--- src/hdl/hashed_timer_wheel_assert.svh ---
// Assertion macros for the hashed timer wheel.
`ifndef HASHED_TIMER_WHEEL_ASSERT_SVH
`define HASHED_TIMER_WHEEL_ASSERT_SVH

// Same-cycle implication, disabled during reset.
`define HTW_ASSERT_IMP(name, ante, cons, msg) \
  name: assert property (@(posedge clk) disable iff (rst) (ante) |-> (cons)) else $error(msg);

// Next-cycle implication, disabled during reset.
`define HTW_ASSERT_NXT(name, ante, cons, msg) \
  name: assert property (@(posedge clk) disable iff (rst) (ante) |=> (cons)) else $error(msg);

`endif

--- src/hdl/htw_pkg.sv ---
// Types and constants of the hashed timer wheel.
package htw_pkg;

  // WHEEL_SLOTS is a power of two: a delay splits into rounds and slot by bit fields
  localparam int WHEEL_SLOTS  = 32;
  localparam int NUM_ENTRIES  = 16;
  localparam int RESULT_LIMIT = 16;

  localparam int OP_W    = 2;
  localparam int ENTRY_W = 4;
  localparam int DLY_W   = 32;
  localparam int KIND_W  = 3;

  localparam int SLOT_W    = $clog2(WHEEL_SLOTS);
  localparam int IDX_W     = (NUM_ENTRIES > 1) ? $clog2(NUM_ENTRIES) : 1;
  localparam int NREP_W    = $clog2(RESULT_LIMIT + 1);

  // largest rounds count: (2^32 - 2) / WHEEL_SLOTS
  localparam longint unsigned MAX_ROUNDS = 64'd4294967294 / WHEEL_SLOTS;
  localparam int ROUNDS_W = $clog2(MAX_ROUNDS + 1);

  localparam int S_TDATA_W = ((ENTRY_W + DLY_W + 1 + 7) / 8) * 8;
  localparam int M_TDATA_W = ((ENTRY_W + 7) / 8) * 8;

  typedef enum logic [OP_W-1:0] {
    OP_TICK     = 2'd0,
    OP_SCHEDULE = 2'd1,
    OP_CANCEL   = 2'd2
  } opcode_t;

  typedef enum logic [KIND_W-1:0] {
    EV_EXPIRED   = 3'd0,
    EV_SCHEDULED = 3'd1,
    EV_REJECTED  = 3'd2,
    EV_CANCELLED = 3'd3,
    EV_IDLE      = 3'd4
  } event_kind_t;

  // one timer record; reload is kept pre-divided so a re-arm needs no divider
  typedef struct packed {
    logic [SLOT_W-1:0]   home;
    logic [ROUNDS_W-1:0] rounds;
    logic [ROUNDS_W-1:0] rl_rounds;
    logic [SLOT_W-1:0]   rl_rem;
    logic                periodic;
  } timer_rec_t;

endpackage

--- src/hdl/hashed_timer_wheel.sv ---
// Hashed timing wheel with a fixed table of timer entries.
//
// Input words (s_*): tuser carries the opcode (tick, schedule, cancel); tdata
// carries entry, delay_ticks and periodic. A word is taken when s_tvalid and
// s_tready are both high; s_tready is high only while the sequencer is idle.
// Output words (m_*): tuser is the event kind, tdata the entry index, tlast
// marks the final word caused by one input word.
// Tick: the pointer advances, then the timer table is scanned one entry per
// cycle, holding while a second expiry waits for the output register.
// Expiries come out in ascending entry order with the last one flagged.
// Schedule: delay - 1 splits into rounds (upper bits) and slot offset (low
// SLOT_W bits, WHEEL_SLOTS being a power of two); the record is written the
// next cycle, then ST_RESP loads the answer word once the output register is free.
// Rejects and cancels skip ST_WRITE and answer from ST_RESP directly.
// A result sits in the output register while the next input word is taken.
// If the receiver stalls, a reply waits, and the scan holds on a second
// expiry until the output register frees up. Reset clears the pointer and
// all armed flags; the record memory needs no clearing since only armed
// entries are read.
`include "hashed_timer_wheel_assert.svh"

module hashed_timer_wheel (
  input  logic                          clk,
  input  logic                          rst,
  input  logic                          s_tvalid,
  output logic                          s_tready,
  // [3:0] entry, [35:4] delay_ticks, [36] periodic, [39:37] zero
  input  logic [htw_pkg::S_TDATA_W-1:0] s_tdata,
  // [1:0] opcode
  input  logic [htw_pkg::OP_W-1:0]      s_tuser,
  output logic                          m_tvalid,
  input  logic                          m_tready,
  // [3:0] result_entry, [7:4] zero
  output logic [htw_pkg::M_TDATA_W-1:0] m_tdata,
  // [2:0] event_kind
  output logic [htw_pkg::KIND_W-1:0]    m_tuser,
  output logic                          m_tlast
);
  import htw_pkg::*;

  typedef enum logic [2:0] {
    ST_IDLE,
    ST_WRITE,
    ST_RESP,
    ST_SCAN,
    ST_FLUSH
  } state_t;

  localparam logic [SLOT_W:0] SLOTS_EXT = (SLOT_W + 1)'(WHEEL_SLOTS);

  state_t                state;
  logic [SLOT_W-1:0]     pos;
  logic [NUM_ENTRIES-1:0] armed;
  logic [IDX_W-1:0]      idx;
  logic [ENTRY_W-1:0]    cur_entry;
  logic                  cur_periodic;
  event_kind_t           resp_kind;

  // delay - 1: upper bits are the rounds, low SLOT_W bits the slot offset
  logic [DLY_W-1:0]      dly_m1;

  // expiry held back one step so the final one can carry tlast
  logic [NREP_W-1:0]     n_rep;
  logic                  pend_valid;
  logic [IDX_W-1:0]      pend_idx;

  event_kind_t           out_kind;
  logic [ENTRY_W-1:0]    out_entry;
  logic                  out_last;

  // timer record memory
  timer_rec_t            rec_mem [NUM_ENTRIES];
  timer_rec_t            rd_q;
  logic [IDX_W-1:0]      rd_addr;
  logic                  wr_en;
  logic [IDX_W-1:0]      wr_addr;
  timer_rec_t            wr_data;

  logic [ENTRY_W-1:0]    in_entry;
  logic [DLY_W-1:0]      in_delay;
  logic                  in_periodic;
  logic [IDX_W-1:0]      in_idx;
  logic                  in_valid;

  logic                  hit;
  logic                  expire;
  logic                  report_ok;
  logic                  out_free;
  logic                  step;
  logic                  last_idx;
  logic                  push_mid;
  logic                  push_last;
  logic                  push;
  logic                  tick_take;

  // (pos + rem + 1) mod WHEEL_SLOTS, with pos and rem both below WHEEL_SLOTS
  function automatic logic [SLOT_W-1:0] add_slot(input logic [SLOT_W-1:0] p,
                                                 input logic [SLOT_W-1:0] r);
    logic [SLOT_W:0] sum;
    sum = {1'b0, p} + {1'b0, r} + (SLOT_W + 1)'(1);
    if (sum >= SLOTS_EXT) begin
      sum = sum - SLOTS_EXT;
    end
    return sum[SLOT_W-1:0];
  endfunction

  assign in_entry    = s_tdata[ENTRY_W-1:0];
  assign in_delay    = s_tdata[ENTRY_W +: DLY_W];
  assign in_periodic = s_tdata[ENTRY_W + DLY_W];
  assign in_idx      = IDX_W'(in_entry);
  assign in_valid    = (7'(in_entry) < 7'(NUM_ENTRIES));

  assign hit       = armed[idx] && (rd_q.home == pos);
  assign expire    = hit && (rd_q.rounds == '0);
  assign report_ok = (n_rep < NREP_W'(RESULT_LIMIT));
  assign out_free  = !m_tvalid || m_tready;
  assign last_idx  = (idx == IDX_W'(NUM_ENTRIES - 1));
  // a second reported expiry needs room to push the held one out
  assign step      = (state == ST_SCAN) &&
                     !(expire && report_ok && pend_valid && !out_free);

  // output register loads: held expiry mid-scan, final expiry, or a reply
  assign push_mid  = step && expire && report_ok && pend_valid;
  assign push_last = (state == ST_FLUSH) && pend_valid && out_free;
  assign push      = push_mid || push_last || ((state == ST_RESP) && out_free);
  assign tick_take = s_tvalid && s_tready && (s_tuser == OP_TICK);

  assign s_tready = (state == ST_IDLE);
  assign m_tdata  = M_TDATA_W'(out_entry);
  assign m_tuser  = out_kind;
  assign m_tlast  = out_last;

  // read one entry ahead while scanning
  always_comb begin
    if (state == ST_SCAN && step && !last_idx) begin
      rd_addr = idx + IDX_W'(1);
    end else if (state == ST_SCAN && !step) begin
      rd_addr = idx;
    end else begin
      rd_addr = '0;
    end
  end

  always_comb begin
    wr_en   = 1'b0;
    wr_addr = idx;
    wr_data = rd_q;
    if (state == ST_WRITE) begin
      wr_en             = 1'b1;
      wr_addr           = IDX_W'(cur_entry);
      wr_data.home      = add_slot(pos, dly_m1[SLOT_W-1:0]);
      wr_data.rounds    = ROUNDS_W'(dly_m1[DLY_W-1:SLOT_W]);
      wr_data.rl_rounds = ROUNDS_W'(dly_m1[DLY_W-1:SLOT_W]);
      wr_data.rl_rem    = dly_m1[SLOT_W-1:0];
      wr_data.periodic  = cur_periodic;
    end else if (step && hit) begin
      wr_en = 1'b1;
      if (expire) begin
        wr_data.home   = add_slot(pos, rd_q.rl_rem);
        wr_data.rounds = rd_q.rl_rounds;
      end else begin
        wr_data.rounds = rd_q.rounds - ROUNDS_W'(1);
      end
    end
  end

  always_ff @(posedge clk) begin
    if (wr_en) begin
      rec_mem[wr_addr] <= wr_data;
    end
    rd_q <= rec_mem[rd_addr];
  end

  always_ff @(posedge clk) begin
    if (rst) begin
      state      <= ST_IDLE;
      pos        <= '0;
      armed      <= '0;
      idx        <= '0;
      n_rep      <= '0;
      pend_valid <= 1'b0;
      m_tvalid   <= 1'b0;
    end else begin
      if (push) begin
        m_tvalid <= 1'b1;
      end else if (m_tready) begin
        m_tvalid <= 1'b0;
      end
      case (state)
        ST_IDLE: begin
          if (s_tvalid) begin
            case (opcode_t'(s_tuser))
              OP_TICK: begin
                pos        <= (pos == SLOT_W'(WHEEL_SLOTS - 1)) ? '0 : pos + SLOT_W'(1);
                idx        <= '0;
                n_rep      <= '0;
                pend_valid <= 1'b0;
                state      <= ST_SCAN;
              end
              OP_SCHEDULE: begin
                cur_entry    <= in_entry;
                cur_periodic <= in_periodic;
                if (!in_valid || armed[in_idx] || in_delay == '0) begin
                  resp_kind <= EV_REJECTED;
                  state     <= ST_RESP;
                end else begin
                  dly_m1 <= in_delay - DLY_W'(1);
                  state  <= ST_WRITE;
                end
              end
              OP_CANCEL: begin
                cur_entry <= in_entry;
                if (in_valid && armed[in_idx]) begin
                  armed[in_idx] <= 1'b0;
                  resp_kind     <= EV_CANCELLED;
                end else begin
                  resp_kind <= EV_IDLE;
                end
                state <= ST_RESP;
              end
              default: ;
            endcase
          end
        end
        ST_WRITE: begin
          armed[IDX_W'(cur_entry)] <= 1'b1;
          resp_kind                <= EV_SCHEDULED;
          state                    <= ST_RESP;
        end
        ST_RESP: begin
          if (out_free) begin
            out_kind  <= resp_kind;
            out_entry <= cur_entry;
            out_last  <= 1'b1;
            state     <= ST_IDLE;
          end
        end
        ST_SCAN: begin
          if (step) begin
            if (expire) begin
              armed[idx] <= rd_q.periodic;
              if (report_ok) begin
                if (pend_valid) begin
                  out_kind  <= EV_EXPIRED;
                  out_entry <= ENTRY_W'(pend_idx);
                  out_last  <= 1'b0;
                end
                pend_idx   <= idx;
                pend_valid <= 1'b1;
                n_rep      <= n_rep + NREP_W'(1);
              end
            end
            if (last_idx) begin
              idx   <= '0;
              state <= ST_FLUSH;
            end else begin
              idx <= idx + IDX_W'(1);
            end
          end
        end
        ST_FLUSH: begin
          if (!pend_valid) begin
            state <= ST_IDLE;
          end else if (out_free) begin
            out_kind   <= EV_EXPIRED;
            out_entry  <= ENTRY_W'(pend_idx);
            out_last   <= 1'b1;
            pend_valid <= 1'b0;
            state      <= ST_IDLE;
          end
        end
        default: state <= ST_IDLE;
      endcase
    end
  end

  `HTW_ASSERT_IMP(a_pend_idle, state == ST_IDLE, !pend_valid, "held expiry left in idle")
  `HTW_ASSERT_IMP(a_rep_limit, 1'b1, n_rep <= NREP_W'(RESULT_LIMIT), "report count overrun")
  `HTW_ASSERT_NXT(a_tick_start, tick_take, state == ST_SCAN && idx == '0, "tick scan not started")
  `HTW_ASSERT_NXT(a_push_mid, push_mid, m_tvalid && !m_tlast, "held expiry not pushed")
  `HTW_ASSERT_NXT(a_flush_last, push_last, m_tvalid && m_tlast, "final expiry not flagged")

endmodule

--- config.mk ---
export PLATFORM = sky130hd
export DESIGN_NAME = hashed_timer_wheel
export DESIGN_NICKNAME = d
export VERILOG_FILES = /design/src/hdl/htw_pkg.sv /design/src/hdl/hashed_timer_wheel.sv
export VERILOG_INCLUDE_DIRS = /design/src /design/src/hdl
export SDC_FILE = /design/constraint.sdc
export NUM_CORES = 2
export LEC_CHECK = 0
export BUFFER_PORTS_ARGS = -buffer_cell sky130_fd_sc_hd__buf_2
export CELL_PAD_IN_SITES_DETAIL_PLACEMENT = 2
export CELL_PAD_IN_SITES_GLOBAL_PLACEMENT = 2
export CORE_ASPECT_RATIO = 1.75
export CORE_MARGIN = 2
export CORE_UTILIZATION = 50
export DETAILED_ROUTE_END_ITERATION = 16
export GPL_ROUTABILITY_DRIVEN = 0
export PLACE_DENSITY_LB_ADDON = 0.15
export SYNTH_ARGS = -nofsm -noshare
export SYNTH_HDL_FRONTEND = slang
export SYNTH_SLANG_ARGS = --single-unit
--- constraint.sdc ---
create_clock -name clk -period 15.6 [get_ports clk]
set_clock_uncertainty 0.05 [all_clocks]
set_input_delay 0.78 -clock clk [delete_from_list [all_inputs] [get_ports clk]]
set_output_delay 0.78 -clock clk [all_outputs]
set_load 0.01 [all_outputs]
==> run summary <==
status: finished, final reports clean
Final WS setup: 8370 ps
GRT Total Usage: 37.0%
Synth Cell Area: 49500 µm²
Final period util: 46.4%
maxcap violations: 0
clock transition at the registers of the reported paths: 70 ps
unrepaired setup endpoints after global routing: no
Initial Utilization: 50.5%
Die Wd: 242 µm
VDD IR max: 0.000122 V
Routed WL: 188000 µm
CTS tree: yes
Worst-Skew Late Latency: 760 ps
top area cells in the synthesized netlist: edfxtp_1, mux2_2, dfxtp_1
Worst Setup SP: rd_q[47]
total chip power: 8.24 mW
Final Critical Period: 7230 ps
Wirelength per Cell: 39.4 µm
H-tree depth: 3
die height: 420 µm
Worst Tran Pin Value: 1320 ps
root buffer cell: clkbuf_16
WP data arrival: 7810 ps
fmax: 0.138 GHz
CTS Sinks: 1192
worst r2r src: rd_q[47]
setup tns final: 0 ps
worst min path class: in -> reg
number of gates resized after cts: 0
die footprint: 102000 µm²
nets: 3436
Distinct cells, synth: 76
EDFF count, synth: 1092
Core ar.: 98100 µm²
Pleak: 17.7 nW
DP Wirelength: 98800 µm
Critical Path Fanout Max: 85
Max Slew Vio Count: 0
hold buffers post-CTS: 0
power per cell area: 150 nW/µm²
sequential cell area fraction in the yosys report: 70.3%
Crit. End Element: flop
Area Overhead vs Synth: 11.2%
vias in the first global route: 36359
Ys Warns: 0
drt drc: 0
reg-to-reg setup timing slack: 8370 ps
post-synthesis register bit count: 1192
Commonest cells post-synth: edfxtp_1, nand2_1, mux2_2
Synth top area share: 66.2%
# IOs: 60
initial antenna violation count: 7
hold_ws: 193 ps
CP Launch Type: flop
worst relative slew slack: 12.1%
Pre-antenna DRT Iters: 6
filler instances: 8683
Row Count: 152
ys flop type: edfxtp_1
post-CTS setup buffer count: 0
Longest Clk Path Bufs: 3
crit path to: rd_q[46]
Via density: 6.94
kind of critical path: reg -> reg
global-route wire length before repair: 269000 µm
PortBufs: 52
DR vias: 33113
DR iter-0 viols: 3641
WP data required: 16180 ps
Post-Syn Instances: 3332
Post-DRT Antenna Nets: 0
pin count of the biggest net entering global routing: 187
share of cells above drive strength 1: 20.3%
mean post-synth cell area: 14.9 µm²
top-count cell post-synth: edfxtp_1
leading area contributor after synthesis: edfxtp_1
Synth async-reset ratio: 0%
RR Endpoint: rd_q[46]
FF-to-FF path depth: 11
total gr overflow: 0
final number of hold-violating endpoints: 0
total CTS buffers: 110
final setup vio count: 0
Post-Place Worst Slack: 8530 ps
worst min path at each step:
stage | startpoint | end | cells after the start
floorplan | idx[2] | pend_idx[2] | 0
global placement | armed[7] | armed[7] | 2
detailed placement | armed[15] | armed[15] | 2
CTS | s_tdata[36] | cur_periodic | 1
global route | s_tdata[36] | cur_periodic | 1
finish | s_tdata[36] | cur_periodic | 1
cell type report:
type	instances	area [µm²]	area share, %
multi-input cells	1832	13600	24.7
inverters	81	304	0.552
flip-flops and latches	1192	34800	63.2
well taps	1309	1640	2.97
clock inverters	56	676	1.23
diodes	5	12.5	0.0227
clock buffers	148	3020	5.48
repair buffers	150	1010	1.83
report_power, final:
part	total [mW]	leakage [nW]	switching [mW]	internal, mW
combinational	1.28	5.26	0.973	0.304
sequential	4.07	10.7	0.0982	3.97
clock	2.89	1.79	1.29	1.60
total	8.24	17.7	2.36	5.88
sequential cells by signal, summed over array words and instances (netlist names), 5 cells and up:
register  count
rec_mem    1040
pos           5
armed        16
rd_q         65
dly_m1       32
n_rep         5
layer usage:
metal / part of all wire [%] / up-vias / global-route usage, %
met5: 0.022 / - / 0
met4: 5.9 / 6 / 20.8
met3: 7.1 / 614 / 6.14
met2: 51 / 1953 / 65.2
met1: 36 / 17409 / 43.0
li1: - / 13131 / -
placed cells by master, fill, tap and decap left out, types with 21 or more instances in the layout:
cell,synthesis,final
dfxtp_1,100,100
o221ai_1,54,54
mux2_1,25,25
o2111ai_1,51,51
o22ai_1,21,21
a2111oi_0,50,50
mux2_2,268,267
buf_4,7,97
a32o_1,67,67
nor4_1,33,33
nor2_1,117,98
ha_1,21,21
and2_1,56,55
buf_2,44,52
o21ai_0,82,75
a21oi_1,152,151
inv_1,80,80
nand2_1,358,356
edfxtp_1,1092,1092
clkbuf_1,154,28
nor3_1,35,34
o32ai_1,63,63
xor2_1,27,27
clkbuf_16,0,112
nor4_2,50,50
o211ai_1,52,52
logic make-up after synthesis:
| group | Yosys count | share of synthesized area, % |
|---|---|---|
| adder cells (fa/ha/maj) | 23 | 0.611 |
| XOR/XNOR | 47 | 0.831 |
| AO/OA/AOI/OAI | 693 | 10.5 |
| AND/OR/NAND/NOR | 750 | 7.70 |
| multiplexers | 315 | 7.28 |
| buffers and inverters | 311 | 2.79 |
| flip-flops | 1192 | 70.3 |
| other | 1 | 0.00757 |
critical path, cell delays in order (launching register included):
cell and delay [ps]:
dfxtp_1 420, nor4_1 770, nand4_1 540, nor4_1 520
and3_4 530, o21a_4 620, buf_4 740, buf_4 870
buf_4 1000, a21oi_1 250, a32o_1 280, nor4_1 380
stage by stage:
step,util [%],std cells,area (µm²)
final,56.1,4773,55100
after global routing,56.1,4770,55100
after CTS,56.1,4767,55000
after detailed placement,52.3,4563,51400
after global placement,52.3,4563,51400
after floorplan,-,3335,49500
Note: power is estimated with default switching activity, not from simulation.
